## config.mk

```make
export PLATFORM = sky130hd
export DESIGN_NAME = http_chunked_body_decoder
export DESIGN_NICKNAME = d
export VERILOG_FILES = /design/src/hw/rtl/chbd_pkg.sv /design/src/hw/rtl/chbd_parser.sv /design/src/hw/rtl/chbd_out_buf.sv /design/src/hw/rtl/http_chunked_body_decoder.sv
export SDC_FILE = /design/constraint.sdc
export NUM_CORES = 1
export LEC_CHECK = 0
export BUFFER_PORTS_ARGS = -buffer_cell sky130_fd_sc_hd__buf_2
export CAP_MARGIN = 10
export CORE_MARGIN = 3
export CORE_UTILIZATION = 32
export DETAILED_ROUTE_END_ITERATION = 8
export MAX_ROUTING_LAYER = met4
export PLACE_DENSITY = 0.45
export SETUP_SLACK_MARGIN = 0.1
export SLEW_MARGIN = 20
export SYNTH_ARGS = -nofsm -noshare
export SYNTH_HDL_FRONTEND = slang
export SYNTH_SLANG_ARGS = --single-unit
```

## constraint.sdc

```tcl
create_clock -name clk -period 7.6 [get_ports clk]
set_input_delay 1.52 -clock clk [delete_from_list [all_inputs] [get_ports clk]]
set_output_delay 1.52 -clock clk [all_outputs]
set_load 0.1 [all_outputs]
```

## src/hw/rtl/chbd_pkg.sv

```systemverilog
// shared types and codes of the chunked body decoder
`timescale 1ns / 1ps
`default_nettype none

package chbd_pkg;

    localparam int TOTAL_W = 32;

    typedef enum logic [1:0] {
        KIND_DATA  = 2'd0,
        KIND_END   = 2'd1,
        KIND_ERROR = 2'd2
    } kind_t;

    typedef enum logic [2:0] {
        ERR_SIZE_LINE  = 3'd0,
        ERR_INCOMPLETE = 3'd1,
        ERR_DATA_CRLF  = 3'd2,
        ERR_OVERFLOW   = 3'd3,
        ERR_HEADER     = 3'd4
    } err_t;

    typedef struct packed {
        kind_t              kind;
        logic [7:0]         data;
        err_t               code;
        logic [TOTAL_W-1:0] total;
    } result_t;

endpackage

`default_nettype wire

```

## src/hw/rtl/chbd_parser.sv

```systemverilog
// header skip, chunk size parse and data framing state machine
`timescale 1ns / 1ps
`default_nettype none

module chbd_parser
    import chbd_pkg::*;
#(
    parameter int SIZE_BITS   = 32,
    parameter int LENGTH_BITS = 32
)
(
    input  logic       clk,
    input  logic       rst_n,
    input  logic       take,
    input  logic [7:0] in_byte,
    input  logic       in_final,
    output logic       res_valid,
    output result_t    res
);

    localparam logic [7:0] CHAR_CR   = 8'h0D;
    localparam logic [7:0] CHAR_LF   = 8'h0A;
    localparam logic [7:0] CHAR_SP   = 8'h20;
    localparam logic [7:0] CHAR_TAB  = 8'h09;
    localparam logic [7:0] CHAR_ZERO = 8'h30;
    localparam logic [7:0] CHAR_X_LO = 8'h78;
    localparam logic [7:0] CHAR_X_UP = 8'h58;

    typedef enum logic [2:0] {
        PH_HEADER,
        PH_SIZE,
        PH_DATA,
        PH_DATA_CR,
        PH_DATA_LF,
        PH_IDLE
    } phase_t;

    typedef enum logic [1:0] {
        ST_WS,
        ST_ZERO,
        ST_DIGITS,
        ST_IGNORE
    } step_t;

    typedef struct packed {
        logic       ok;
        logic [3:0] val;
    } hex_t;

    function automatic hex_t hex_of(input logic [7:0] b);
        hex_t       h;
        logic [7:0] diff;
        h    = '0;
        diff = '0;
        if (b inside {[8'h30:8'h39]}) begin
            diff = b - 8'h30;
            h.ok = 1'b1;
        end else if (b inside {[8'h61:8'h66]}) begin
            diff = b - 8'h57;
            h.ok = 1'b1;
        end else if (b inside {[8'h41:8'h46]}) begin
            diff = b - 8'h37;
            h.ok = 1'b1;
        end
        h.val = diff[3:0];
        return h;
    endfunction

    phase_t                 phase_reg, phase_next;
    logic [1:0]             hdr_match_reg, hdr_match_next;
    step_t                  step_reg, step_next;
    logic [SIZE_BITS-1:0]   size_reg, size_next;
    logic                   digit_seen_reg, digit_seen_next;
    logic                   nonempty_reg, nonempty_next;
    logic                   prev_cr_reg, prev_cr_next;
    logic [SIZE_BITS-1:0]   left_reg, left_next;
    logic [LENGTH_BITS-1:0] count_reg, count_next;

    hex_t  hx;
    logic  is_ws;
    logic  left_last;
    logic  emit;
    kind_t emit_kind;
    err_t  emit_code;
    logic  ovf;

    always_comb
    begin
        phase_next      = phase_reg;
        hdr_match_next  = hdr_match_reg;
        step_next       = step_reg;
        size_next       = size_reg;
        digit_seen_next = digit_seen_reg;
        nonempty_next   = nonempty_reg;
        prev_cr_next    = prev_cr_reg;
        left_next       = left_reg;
        count_next      = count_reg;
        emit            = 1'b0;
        emit_kind       = KIND_DATA;
        emit_code       = ERR_SIZE_LINE;
        ovf             = 1'b0;
        hx              = hex_of(in_byte);
        is_ws           = (in_byte == CHAR_SP) || (in_byte inside {[CHAR_TAB:CHAR_CR]});
        left_last       = (left_reg[SIZE_BITS-1:1] == '0);

        if (take)
        begin
            case (phase_reg)
                PH_HEADER:
                begin
                    if (in_byte == (hdr_match_reg[0] ? CHAR_LF : CHAR_CR))
                    begin
                        if (hdr_match_reg == 2'd3)
                        begin
                            hdr_match_next  = 2'd0;
                            phase_next      = PH_SIZE;
                            step_next       = ST_WS;
                            size_next       = '0;
                            digit_seen_next = 1'b0;
                            nonempty_next   = 1'b0;
                            prev_cr_next    = 1'b0;
                        end
                        else
                        begin
                            hdr_match_next = hdr_match_reg + 2'd1;
                        end
                    end
                    else
                    begin
                        hdr_match_next = (in_byte == CHAR_CR) ? 2'd1 : 2'd0;
                    end
                    if (in_final)
                    begin
                        emit = 1'b1;
                        if (phase_next == PH_SIZE)
                        begin
                            emit_kind = KIND_END;
                        end
                        else
                        begin
                            emit_kind = KIND_ERROR;
                            emit_code = ERR_HEADER;
                        end
                    end
                end
                PH_SIZE:
                begin
                    if (in_byte == CHAR_LF)
                    begin
                        emit = 1'b1;
                        if (!nonempty_reg || !prev_cr_reg)
                        begin
                            emit_kind = KIND_ERROR;
                            emit_code = ERR_SIZE_LINE;
                        end
                        else if (!(digit_seen_reg || step_reg == ST_ZERO) || size_reg == '0)
                        begin
                            emit_kind = KIND_END;
                        end
                        else
                        begin
                            // chunk starts, nothing to report unless the stream ends here
                            left_next  = size_reg;
                            phase_next = PH_DATA;
                            emit       = in_final;
                            emit_kind  = KIND_ERROR;
                            emit_code  = ERR_INCOMPLETE;
                        end
                    end
                    else
                    begin
                        nonempty_next = 1'b1;
                        prev_cr_next  = (in_byte == CHAR_CR);
                        case (step_reg)
                            ST_WS:
                            begin
                                if (!is_ws)
                                begin
                                    if (in_byte == CHAR_ZERO)
                                    begin
                                        size_next       = '0;
                                        digit_seen_next = 1'b1;
                                        step_next       = ST_ZERO;
                                    end
                                    else if (hx.ok)
                                    begin
                                        size_next       = SIZE_BITS'(hx.val);
                                        digit_seen_next = 1'b1;
                                        step_next       = ST_DIGITS;
                                    end
                                    else
                                    begin
                                        step_next = ST_IGNORE;
                                    end
                                end
                            end
                            ST_ZERO, ST_DIGITS:
                            begin
                                if (step_reg == ST_ZERO && digit_seen_reg &&
                                    (in_byte == CHAR_X_LO || in_byte == CHAR_X_UP))
                                begin
                                    digit_seen_next = 1'b0;
                                end
                                else
                                begin
                                    digit_seen_next = 1'b1;
                                    if (hx.ok)
                                    begin
                                        step_next = ST_DIGITS;
                                        if (size_reg[SIZE_BITS-1:SIZE_BITS-4] != 4'd0)
                                        begin
                                            ovf = 1'b1;
                                        end
                                        else
                                        begin
                                            size_next = {size_reg[SIZE_BITS-5:0], hx.val};
                                        end
                                    end
                                    else
                                    begin
                                        step_next = ST_IGNORE;
                                    end
                                end
                            end
                            default:
                            begin
                            end
                        endcase
                        if (ovf)
                        begin
                            emit      = 1'b1;
                            emit_kind = KIND_ERROR;
                            emit_code = ERR_OVERFLOW;
                        end
                        else if (in_final)
                        begin
                            emit      = 1'b1;
                            emit_kind = KIND_ERROR;
                            emit_code = ERR_SIZE_LINE;
                        end
                    end
                end
                PH_DATA:
                begin
                    emit = 1'b1;
                    if (in_final)
                    begin
                        emit_kind = KIND_ERROR;
                        emit_code = left_last ? ERR_DATA_CRLF : ERR_INCOMPLETE;
                    end
                    else
                    begin
                        emit_kind  = KIND_DATA;
                        count_next = count_reg + LENGTH_BITS'(1);
                        if (left_last)
                        begin
                            left_next  = '0;
                            phase_next = PH_DATA_CR;
                        end
                        else
                        begin
                            left_next = left_reg - SIZE_BITS'(1);
                        end
                    end
                end
                PH_DATA_CR:
                begin
                    if (in_byte != CHAR_CR || in_final)
                    begin
                        emit      = 1'b1;
                        emit_kind = KIND_ERROR;
                        emit_code = ERR_DATA_CRLF;
                    end
                    else
                    begin
                        phase_next = PH_DATA_LF;
                    end
                end
                PH_DATA_LF:
                begin
                    if (in_byte != CHAR_LF)
                    begin
                        emit      = 1'b1;
                        emit_kind = KIND_ERROR;
                        emit_code = ERR_DATA_CRLF;
                    end
                    else
                    begin
                        phase_next      = PH_SIZE;
                        step_next       = ST_WS;
                        size_next       = '0;
                        digit_seen_next = 1'b0;
                        nonempty_next   = 1'b0;
                        prev_cr_next    = 1'b0;
                        emit            = in_final;
                        emit_kind       = KIND_END;
                    end
                end
                default:
                begin
                end
            endcase

            // end or error parks the parser until the final byte
            if (emit && emit_kind != KIND_DATA)
            begin
                phase_next = PH_IDLE;
            end

            // every final byte starts a fresh response
            if (in_final)
            begin
                phase_next      = PH_HEADER;
                hdr_match_next  = 2'd0;
                step_next       = ST_WS;
                size_next       = '0;
                digit_seen_next = 1'b0;
                nonempty_next   = 1'b0;
                prev_cr_next    = 1'b0;
                left_next       = '0;
                count_next      = '0;
            end
        end

        res_valid = emit;
        res.kind  = emit_kind;
        res.data  = (emit_kind == KIND_DATA) ? in_byte : 8'd0;
        res.code  = (emit_kind == KIND_ERROR) ? emit_code : ERR_SIZE_LINE;
        res.total = (emit_kind == KIND_END) ? TOTAL_W'(count_reg) : '0;
    end

    always_ff @(posedge clk or negedge rst_n)
    begin
        if (!rst_n)
        begin
            phase_reg      <= PH_HEADER;
            hdr_match_reg  <= 2'd0;
            step_reg       <= ST_WS;
            size_reg       <= '0;
            digit_seen_reg <= 1'b0;
            nonempty_reg   <= 1'b0;
            prev_cr_reg    <= 1'b0;
            left_reg       <= '0;
            count_reg      <= '0;
        end
        else
        begin
            phase_reg      <= phase_next;
            hdr_match_reg  <= hdr_match_next;
            step_reg       <= step_next;
            size_reg       <= size_next;
            digit_seen_reg <= digit_seen_next;
            nonempty_reg   <= nonempty_next;
            prev_cr_reg    <= prev_cr_next;
            left_reg       <= left_next;
            count_reg      <= count_next;
        end
    end

endmodule

`default_nettype wire

```

## src/hw/rtl/chbd_out_buf.sv

```systemverilog
// result register with skid stage for the output channel
`timescale 1ns / 1ps
`default_nettype none

module chbd_out_buf
    import chbd_pkg::*;
(
    input  logic    clk,
    input  logic    rst_n,
    input  logic    push,
    input  result_t push_data,
    output logic    can_take,
    output logic    out_valid,
    input  logic    out_ready,
    output result_t out_data
);

    logic    out_valid_reg, out_valid_next;
    logic    skid_valid_reg, skid_valid_next;
    result_t out_reg, out_next;
    result_t skid_reg, skid_next;
    logic    pop;

    always_comb
    begin
        pop             = out_valid_reg && out_ready;
        out_valid_next  = out_valid_reg;
        skid_valid_next = skid_valid_reg;
        out_next        = out_reg;
        skid_next       = skid_reg;
        if (skid_valid_reg)
        begin
            if (pop)
            begin
                out_next        = skid_reg;
                skid_valid_next = 1'b0;
            end
        end
        else if (push)
        begin
            if (!out_valid_reg || pop)
            begin
                out_next       = push_data;
                out_valid_next = 1'b1;
            end
            else
            begin
                skid_next       = push_data;
                skid_valid_next = 1'b1;
            end
        end
        else if (pop)
        begin
            out_valid_next = 1'b0;
        end
    end

    always_ff @(posedge clk or negedge rst_n)
    begin
        if (!rst_n)
        begin
            out_valid_reg  <= 1'b0;
            skid_valid_reg <= 1'b0;
        end
        else
        begin
            out_valid_reg  <= out_valid_next;
            skid_valid_reg <= skid_valid_next;
        end
    end

    always_ff @(posedge clk)
    begin
        out_reg  <= out_next;
        skid_reg <= skid_next;
    end

    assign can_take  = !skid_valid_reg;
    assign out_valid = out_valid_reg;
    assign out_data  = out_reg;

endmodule

`default_nettype wire

```

## src/hw/rtl/http_chunked_body_decoder.sv

```systemverilog
// top level of the http chunked transfer body decoder
// usage:
//   input channel: one byte of the raw response per request (in_byte), with
//   in_final high on the last byte; taken when in_valid and in_ready are high
//   output channel: at most one result per input byte (kind, out_byte,
//   error_code, total_length); taken when out_valid and out_ready are high
//   kind data carries one decoded body byte, kind end the total length,
//   kind error an error code; data already delivered before an error is void
// throughput: one byte per cycle while in_ready is high; each byte is handled in
//   the cycle it is taken by the parser state machine
// output: a result is registered in the result register, or in the skid stage
//   while the result register holds a result that has not been taken
// stall: a result register plus a one-entry skid stage sit in front of the
//   output, so input keeps flowing while one result waits; in_ready drops
//   only once the skid stage is occupied
// reset: rst_n clears the parser to header skipping and empties the output
//   buffer; the final byte of every response also returns the parser there
`timescale 1ns / 1ps
`default_nettype none

module http_chunked_body_decoder
    import chbd_pkg::*;
#(
    parameter int SIZE_BITS   = 32,
    parameter int LENGTH_BITS = 32
)
(
    input  logic        clk,
    input  logic        rst_n,
    input  logic        in_valid,
    output logic        in_ready,
    input  logic [7:0]  in_byte,
    input  logic        in_final,
    output logic        out_valid,
    input  logic        out_ready,
    output logic [1:0]  kind,
    output logic [7:0]  out_byte,
    output logic [2:0]  error_code,
    output logic [31:0] total_length
);

    // request handshake on the input side
    logic    in_take;
    // result of the byte taken this cycle, if any
    logic    res_valid;
    result_t res;
    // registered result on the output side
    result_t out_data;

    assign in_take = in_valid && in_ready;

    // byte-level decoding: header skip, size lines, chunk data and the CRLF after each chunk
    chbd_parser #(
        .SIZE_BITS   (SIZE_BITS),
        .LENGTH_BITS (LENGTH_BITS)
    ) u_parser (
        .clk       (clk),
        .rst_n     (rst_n),
        .take      (in_take),
        .in_byte   (in_byte),
        .in_final  (in_final),
        .res_valid (res_valid),
        .res       (res)
    );

    // output register with skid so that a stalled receiver does not stop input at once
    chbd_out_buf u_out_buf (
        .clk       (clk),
        .rst_n     (rst_n),
        .push      (res_valid),
        .push_data (res),
        .can_take  (in_ready),
        .out_valid (out_valid),
        .out_ready (out_ready),
        .out_data  (out_data)
    );

    assign kind         = out_data.kind;
    assign out_byte     = out_data.data;
    assign error_code   = out_data.code;
    assign total_length = out_data.total;

endmodule

`default_nettype wire

```

==> summary.txt <==
Clock network
  • Worst-skew pair later-pin latency: 440 ps
  • Htree depth: 4
  • Root Driver: clkbuf_16
  • # hold bufs at CTS: 0
  • Clk sinks: 198
  • Total CTS buffers: 17
  • CTS tree: yes
  • CTS Buffer Depth: 2
  • Setup Buffers After CTS: 0
  • CTS clk-pin slew, worst paths: 80 ps
  • CTS resizes: 0

Floorplanning
  • Core Region: 29900 sq um
  • Die area: around 33000 sq um
  • DIE WIDTH: 181 um
  • FP Rows: 63
  • Total I/O pin count: 60
  • Initial Util: 32.7%
  • Die Ht: approximately 180 um

Timing
  • Clock Skew: ~11 ps
  • Fmax: a little over 200 MHz
  • Max-slew violation count: 0
  • Final Critical Period: roughly 4800 ps
  • Worst-margin pin slew: a little under 1000 ps
  • RSZ-0062 raised after global routing: false
  • # setup viols final: 0
  • Slew HR: roughly a third
  • Final worst path period share: between 60 and 70%
  • Fin. Hold Viols: 0
  • Total negative slack: 0 ps

Synth
  • Ys flop type: dfrtp_1
  • Synth top area share: 27.7%
  • Register area share after synthesis: between 50% and 60%
  • Post-synth top area cell: dfrtp_1
  • Cell variety after synth: 70
  • EDFF count, synth: 90
  • Syn_nets: around 980
  • Synthesized area per cell: ~10 sq um
  • Top cells by area, synth: dfrtp_1, edfxtp_1, o21ai_0
  • Synthesized area: around 10000 sq um
  • Register bit count reported by yosys: 198
  • Synth Warn #: 0
  • Asr flop ratio synth: a little over half
  • Syn Inst Count: about 960

Min path
  • Hold Crit Class: flip-flop to flip-flop
  • Hold Path Origin: u_parser.step_reg[1]
  • Min-Delay Path Depth: 1

Placed design
  • Inst Count DP: 1360
  • DP Wirelength: roughly 16000 um
  • GP Congestion: 0.823
  • Port Buffers: 59

Layout
  • Fillers: between 2000 and 3000
  • Post-Layout Cell Count: around 1400
  • Register area: ~5400 sq um
  • Final core occ: a little under two fifths
  • Area grow syn2layout: 13.3%
  • Fraction of layout cells with a size suffix above 1: around an eighth
  • NumNets Final: roughly 1000
  • N_diodes: 0
  • Area occupied by multi-input gates: 4050 sq um

Route
  • Iteration-0 DRC Markers: about 480
  • Wire per inst: 17.2 um
  • Routed vias/inst: ~5.3
  • Drt drc: 0
  • Routed WL: about 24000 um
  • Antenna Violating Nets Remaining: 0
  • Routed via count: approximately 7300
  • Drt first pass iters: 5

GRT
  • First-pass GRT wire length: 40100 um
  • Largest net degree at the start of global routing: 70
  • Vias in the first global route: roughly 7500
  • Initial antenna violation count: 0
  • Grt total ovfl: 0
  • All-layer global routing usage: 15.3%

Power and ir drop
  • P_leak: 4.63 nW
  • Design Power: ~0.0039 W
  • Maximum vdd ir drop: ~0.17 mV
  • Power Density: between 300 and 400 nW/um^2

Setup path
  • R2r setup slk: roughly 3200 ps
  • R2R Path End: u_out_buf.out_data[17]
  • Critical Path RT: between 7000 and 8000 ps
  • Setup crit end: u_out_buf.out_data[17]
  • Worst R2R Path Depth: 8
  • Worst Path Arrival: around 5000 ps
  • R2r startpoint: u_parser.size_reg[29]
  • Critical path capture point type: flip-flop
  • CP Launch Type: primary input
  • Crit path from: in_byte[1]
  • Crit path kind: primary input to flip-flop
  • Crit Path Max Fanout: 29

Outcome
  • Status: finished clean

Flow run
  • Max_cap viols: 0
-- worst max-delay path: stages --
cell and delay, ps:
buf_2 150, inv_1 140, ha_1 250, nor2_1 50, a2111oi_0 390, a21o_1 320, a21oi_1 120, o211ai_1 580
nand2_1 220, a21oi_4 820, buf_4 380
-- synth_stat cells (9+ instances only) --
cell and instances:
nor2_1 83, clkbuf_1 55, a31oi_1 10, a32oi_1 9, nor3_1 17, nand2_1 86, nor4_1 15, xor2_1 22
a21oi_1 49, a21o_1 39, inv_1 31, o21ai_0 98, a22oi_1 18, ha_1 10, nand4_1 10, nand3_1 19
o31ai_1 34, dfrtp_1 108, edfxtp_1 90, and3_1 39
-- how the worst min path moves through the flow --
stage	slack, ps	to
final	490	u_parser.step_reg[1]
after global routing	510	u_parser.step_reg[1]
after CTS	500	u_parser.step_reg[1]
after detailed placement	480	u_parser.step_reg[1]
after global placement	480	u_parser.step_reg[1]
after floorplan	460	u_parser.step_reg[1]
-- area by class of cell --
type	instances	share of cell area (%)
clock buffer	17	3.84
sequential	198	48.8
tap	390	4.41
clock inverter	15	1.72
multi-input combinational	669	36.6
inverter	31	1.05
timing repair buffer	72	3.57
-- kinds of logic (layout without fill, tap and decap cells) --
logic type,after synthesis,in the layout,share of synthesized area [%]
AOI/OAI and AO/OA,309,309,20.5
buffers and inverters,91,135,3.58
muxes,2,2,0.205
DFF,198,198,55.3
and+or+nand+nor,319,319,16.5
adders and majority gates,10,10,1.28
xor gates and xnor gates,29,29,2.60
-- layer usage --
layer / share of wire, % / routed length, um / global-route usage, %
met2: 44 / 10600 / 23.0
met1: 52 / 12400 / 22.0
met4: 0.91 / 218 / 3.62
met3: 2.8 / 670 / 2.40
met5: 0 / 0 / -
-- cells in the final DEF (no fill, tap or decap), types with 9 or more instances in the layout --
cell type,Yosys,routed
o31ai_1,34,34
nand2_1,86,86
buf_4,1,14
a32oi_1,9,9
a21o_1,39,39
and3_1,39,38
inv_1,31,31
ha_1,10,10
a31oi_1,10,10
nand4_1,10,10
a21oi_1,49,47
nor4_1,15,14
nand3_1,19,18
a22oi_1,18,18
xor2_1,22,22
dfrtp_1,108,107
edfxtp_1,90,90
nor3_1,17,17
o21ai_0,98,98
clkbuf_16,0,17
buf_2,4,58
nor2_1,83,82
-- metrics by stage --
| step | area [sq um] | setup WS [ps] | hold WS, ps |
|---|---|---|---|
| 3_3_place_gp | 10400 | 2280 | 479 |
| 2_1_floorplan | 9770 | 1790 | 460 |
| 6_report | 11100 | 2790 | 489 |
| 5_1_grt | 11100 | 2370 | 508 |
| 4_1_cts | 11100 | 2720 | 497 |
| 3_5_place_dp | 10400 | 2230 | 478 |
-- where the power goes --
group	switching (W)	total (W)	internal [W]	leakage, nW
sequential	0.0000841	0.00141	0.00132	2.32
clock	0.000489	0.000945	0.000457	0.301
combinational	0.00127	0.00157	0.000305	2.01
(Power assumes the default switching activity.)
